===== src/hdl/zal_pkg.sv =====
package zal_pkg;

    localparam int ZONES_DEF = 256;
    localparam int Q_DEPTH   = 2;
    localparam int CNT_OUT_W = 9;
    localparam int CFG_IDX_W = 2;
    localparam int CFG_DAT_W = 16;

    localparam logic [1:0] FUNC_ADD    = 2'd0;
    localparam logic [1:0] FUNC_CAMERA = 2'd1;
    localparam logic [1:0] FUNC_QUERY  = 2'd2;

    localparam logic [CFG_IDX_W-1:0] CFG_REFRESH = 2'd0;
    localparam logic [CFG_IDX_W-1:0] CFG_MARGIN  = 2'd1;
    localparam logic [CFG_IDX_W-1:0] CFG_DROPPED = 2'd2;

    localparam logic [9:0]  REFRESH_RST = 10'd10;
    localparam logic [9:0]  MARGIN_RST  = 10'd30;
    localparam logic [15:0] DROPPED_RST = 16'd0;

    typedef struct packed {
        logic [1:0]         func;
        logic signed [19:0] pos_x;
        logic signed [19:0] pos_y;
        logic signed [19:0] pos_z;
        logic signed [15:0] edge1_x;
        logic signed [15:0] edge1_y;
        logic signed [15:0] edge2_x;
        logic signed [15:0] edge2_y;
        logic signed [15:0] top_z;
        logic [15:0]        zone_flags;
    } t_in;

    typedef struct packed {
        logic [15:0] found_flags;
        logic        refreshed;
        logic        table_full;
        logic [8:0]  zone_total;
        logic [8:0]  near_total;
    } t_out;

    typedef enum logic [1:0] {
        OP_ADD,
        OP_SKIP,
        OP_CAMERA,
        OP_QUERY
    } t_op;

    typedef struct packed {
        t_op op;
        t_in item;
    } t_cmd;

    typedef struct packed {
        logic [9:0]  refresh_distance;
        logic [9:0]  near_margin;
        logic [15:0] dropped_flags;
    } t_cfg;

    typedef struct packed {
        logic signed [19:0] cx;
        logic signed [19:0] cy;
        logic signed [19:0] bot;
        logic signed [19:0] top16;
        logic signed [15:0] e1x;
        logic signed [15:0] e1y;
        logic signed [15:0] e2x;
        logic signed [15:0] e2y;
        logic [15:0]        flags;
    } t_zone;

endpackage


===== src/hdl/zal_front.sv =====
module zal_front (
    input  logic          i_clk,
    input  logic          i_rst_n,
    input  logic          i_in_valid,
    output logic          o_in_stall,
    input  zal_pkg::t_in  i_in,
    input  zal_pkg::t_cfg i_cfg,
    output logic          o_q_valid,
    output zal_pkg::t_cmd o_q_cmd,
    input  logic          i_q_pop
);
    import zal_pkg::*;

    localparam int QPW = (Q_DEPTH > 1) ? $clog2(Q_DEPTH) : 1;
    localparam int QCW = $clog2(Q_DEPTH + 1);

    t_cmd             r_q [Q_DEPTH];
    logic [QPW-1:0]   r_wr_ptr;
    logic [QPW-1:0]   r_rd_ptr;
    logic [QCW-1:0]   r_cnt;
    t_cmd             cls_cmd;
    logic             push;
    logic [15:0]      kept_flags;

    // An add whose flags are all dropped changes nothing, so it is classified as a skip.
    always_comb begin
        kept_flags           = i_in.zone_flags & ~i_cfg.dropped_flags;
        cls_cmd.item         = i_in;
        cls_cmd.item.zone_flags = kept_flags;
        unique case (i_in.func)
            FUNC_ADD:    cls_cmd.op = (kept_flags != 16'd0) ? OP_ADD : OP_SKIP;
            FUNC_CAMERA: cls_cmd.op = OP_CAMERA;
            FUNC_QUERY:  cls_cmd.op = OP_QUERY;
            default:     cls_cmd.op = OP_SKIP;
        endcase
    end

    assign o_in_stall = (r_cnt == QCW'(Q_DEPTH));
    assign push       = i_in_valid && !o_in_stall;
    assign o_q_valid  = (r_cnt != '0);
    assign o_q_cmd    = r_q[r_rd_ptr];

    always_ff @(posedge i_clk) begin
        if (push) begin
            r_q[r_wr_ptr] <= cls_cmd;
        end
    end

    always_ff @(posedge i_clk) begin
        if (!i_rst_n) begin
            r_wr_ptr <= '0;
            r_rd_ptr <= '0;
            r_cnt    <= '0;
        end else begin
            if (push) begin
                r_wr_ptr <= (r_wr_ptr == QPW'(Q_DEPTH - 1)) ? '0 : r_wr_ptr + 1'b1;
            end
            if (i_q_pop) begin
                r_rd_ptr <= (r_rd_ptr == QPW'(Q_DEPTH - 1)) ? '0 : r_rd_ptr + 1'b1;
            end
            if (push && !i_q_pop) begin
                r_cnt <= r_cnt + 1'b1;
            end else if (!push && i_q_pop) begin
                r_cnt <= r_cnt - 1'b1;
            end
        end
    end

endmodule


===== config.mk =====
export PLATFORM = sky130hd
export DESIGN_NAME = zal_front
export DESIGN_NICKNAME = d
export VERILOG_FILES = /design/src/hdl/zal_pkg.sv /design/src/hdl/zal_front.sv
export SDC_FILE = /design/constraint.sdc
export NUM_CORES = 1
export LEC_CHECK = 0
export BUFFER_PORTS_ARGS = -buffer_cell sky130_fd_sc_hd__buf_2
export CELL_PAD_IN_SITES_DETAIL_PLACEMENT = 2
export CELL_PAD_IN_SITES_GLOBAL_PLACEMENT = 2
export CORE_UTILIZATION = 38
export DETAILED_ROUTE_END_ITERATION = 7
export GPL_TIMING_DRIVEN = 0
export PLACE_DENSITY = 0.9
export SETUP_SLACK_MARGIN = 0.02
export SYNTH_ARGS = -nofsm -noshare
export SYNTH_HDL_FRONTEND = slang
export SYNTH_SLANG_ARGS = --single-unit

===== constraint.sdc =====
create_clock -name i_clk -period 10.6 [get_ports i_clk]
set_clock_uncertainty 0.1 [all_clocks]
set_input_delay 1.59 -clock i_clk [delete_from_list [all_inputs] [get_ports i_clk]]
set_output_delay 1.59 -clock i_clk [all_outputs]
set_load 0.02 [all_outputs]

==> reports/qor.yml <==
fin_nets: 1137
drc: 0
setup_violations: 0
cap_violations: 0
grt_pass1_wl_mm: 46.4
hold_viol_final: 0
syn_to_final_growth_pct: 28.3
clock_path_buffers: 3
nFillCells: 2907
clkSinkCount: 325
dieArea_sq_um: 33300
synth_top_area_share_pct: 77.7
r2r_setup_slack_ns: 8.08
post_cts_buffers: 0
hold_buffers: 0
clock_latency_ns: 0.49
ioPinCount: 360
avgSynthCellArea_sq_um: 22.4
critPathKind: "flip-flop to output pin"
wl_per_cell_um: 22.8
grt_usage_pct: 18.9
cts-resized-gates: 0
yosys-top-cells-area: "edfxtp_1 (78%), mux2_4 (12%), mux2_2 (5.5%)"
postRouteAntennaNets: 0
setup_slack_ns: 7.01
dp_slack_ns: 6.97
worstPathRequired_ns: 8.91
fin_crit_ns: 3.59
antenna_found_initial: 10
cp_max_fo: 10
start_util_pct: 38.9
synth-seq-cells: 325
final_cells: 1400
startpoint_type: "flip-flop"
clkSlewWorstSetupHoldPaths_ns: 0.06
dieWidth_um: 182
status: "complete, no violations"
die_y_um: 182
synth_area_sq_um: 12400
rsz0062_at_grt: "false"
crit_arrival_ns: 1.90
max_freq_ghz: 0.278
crit_top_cell: "buf_6"
hpwlAfterDp_mm: 23.2
htree_levels: 2
drive_above_1_share_pct: 59.2
max_stage_delay_ns: 0.33
crit_slowest_cell: "dfxtp_1"
yosysUniqueCellTypes: 26
power_leakage_nw: 6.19
synth-edff-count: 320
yosysWarnings: 0
hold_class: "flip-flop to flip-flop"
synth-seq-area-share_pct: 78.5
routed_via_density: 4.67
drtIter0Drc: 295
cellPowerDensity_nw_per_um2: 215
routed_wl_mm: 31.9
dp.cells: 1333
portBuffers: 339
crit_chain: "buf_6 -> buf_6 -> buf_6 -> mux2_4 -> buf_2"
grt_max_degree: 62
num_rows: 65
gp_congestion: 0.711
dr.pass1.iters: 6
synthArstFlopShare_pct: 0
peakVddDrop_v: 0.000125
cts_made_buffers: 36
worstMarginPinSlew_ns: 0.684
cts_tree: "yes"
finalMaxSlewViolations: 0
slew_headroom_pct: 54.4
gr-total-overflow: 0
vias: 6542
synthesis.nets: 753
coreArea_sq_um: 31800
mostFrequentLayoutCells: "buf_2 (345), edfxtp_1 (320), mux2_4 (100)"
grt_pass1_vias: 7627
synth_ff_type: "edfxtp_1"
end_kind: "output pin"
period_share_pct: 33.9
synth_top_cell_by_area: "edfxtp_1"
postSynthCellCount: 552
cts_root_buf: "clkbuf_16"
mostFrequentLayoutCell: "buf_2"
synthesized netlist by cell type (2+ instances only):
cell and count:
mux2_2 60, and2_1 4, dfxtp_1 5, xor2_1 2, mux2_4 100, inv_1 5
ha_1 3, nor2b_1 16, nor4_1 3, buf_2 6, xnor2_1 2, edfxtp_1 320
nand2_1 2, buf_6 12
area by class of cell:
type | count | area, sq um | share of cell area [%]
inverter | 5 | 18.8 | 0.118
clock inverter | 17 | 119 | 0.750
multi-input combinational | 204 | 2480 | 15.7
sequential | 325 | 9710 | 61.2
tap | 435 | 544 | 3.43
antenna | 6 | 15.0 | 0.0947
timing repair buffer | 346 | 1850 | 11.7
clock buffer | 44 | 952 | 6.00
buffer | 18 | 165 | 1.04
metrics by stage:
| step | setup TNS (ns) | instance area [sq um] | utilization (%) | total power, mW | hold slack (ns) |
|---|---|---|---|---|---|
| 6_report | 0 | 15900 | 49.9 | 3.41 | 0.414 |
| 5_1_grt | 0 | 15900 | 49.9 | 3.54 | 0.454 |
| 4_1_cts | 0 | 15800 | 49.8 | 3.46 | 0.417 |
| 3_5_place_dp | 0 | 14800 | 46.5 | 2.29 | 0.408 |
| 3_3_place_gp | -380.89 | 14600 | 45.9 | 2.28 | 0.388 |
| 2_1_floorplan | 0 | 12400 | - | 2.06 | 0.373 |
routing by layer:
metal	up-vias	part of all wire, %	GRT usage (%)
met1	3286	33	18.1
li1	2949	-	-
met2	248	57	37.7
met5	-	0.072	0
met3	55	7.5	5.87
met4	4	2.3	5.98
kinds of logic after synthesis:
kind of cell | count (synthesis) | share of synthesized area [%]
simple gates | 33 | 1.60
fa+ha+maj | 3 | 0.304
xor+xnor | 4 | 0.283
mux | 160 | 17.6
flops | 325 | 78.5
compound gates | 4 | 0.182
buf+inv | 23 | 1.49
where the power goes:
| group | switching (mW) | total [mW] | internal (mW) |
|---|---|---|---|
| logic | 0.370 | 0.625 | 0.254 |
| clock network | 0.471 | 1.15 | 0.681 |
| registers | 0.0451 | 1.63 | 1.59 |
| total | 0.886 | 3.41 | 2.52 |
flip-flops by register name, indices dropped and copies added (netlist names), named ones only:
signal,count
r_q,320
r_cnt,2
r_rd_ptr,1
r_wr_ptr,1
critical path: cells and delay by family (launching register included):
kind / cells / cell delay, ns
buf+inv: 4 / 0.74
flops: 1 / 0.33
mux: 1 / 0.32
final timing paths:
| kind | from | to | depth (start not counted) |
|---|---|---|---|
| worst max register to register | r_cnt[0]$_SDFFE_PN0P_ | r_q[0][88]$_DFFE_PP_ | 6 |
| worst min-delay path | r_cnt[1]$_SDFFE_PN0P_ | r_cnt[1]$_SDFFE_PN0P_ | 2 |
| worst min register to register | r_cnt[1]$_SDFFE_PN0P_ | r_cnt[1]$_SDFFE_PN0P_ | 2 |
| worst max-delay path | flip-flop | o_q_cmd[65] | 5 |
No activity file was read; power rests on OpenSTA's default activity.
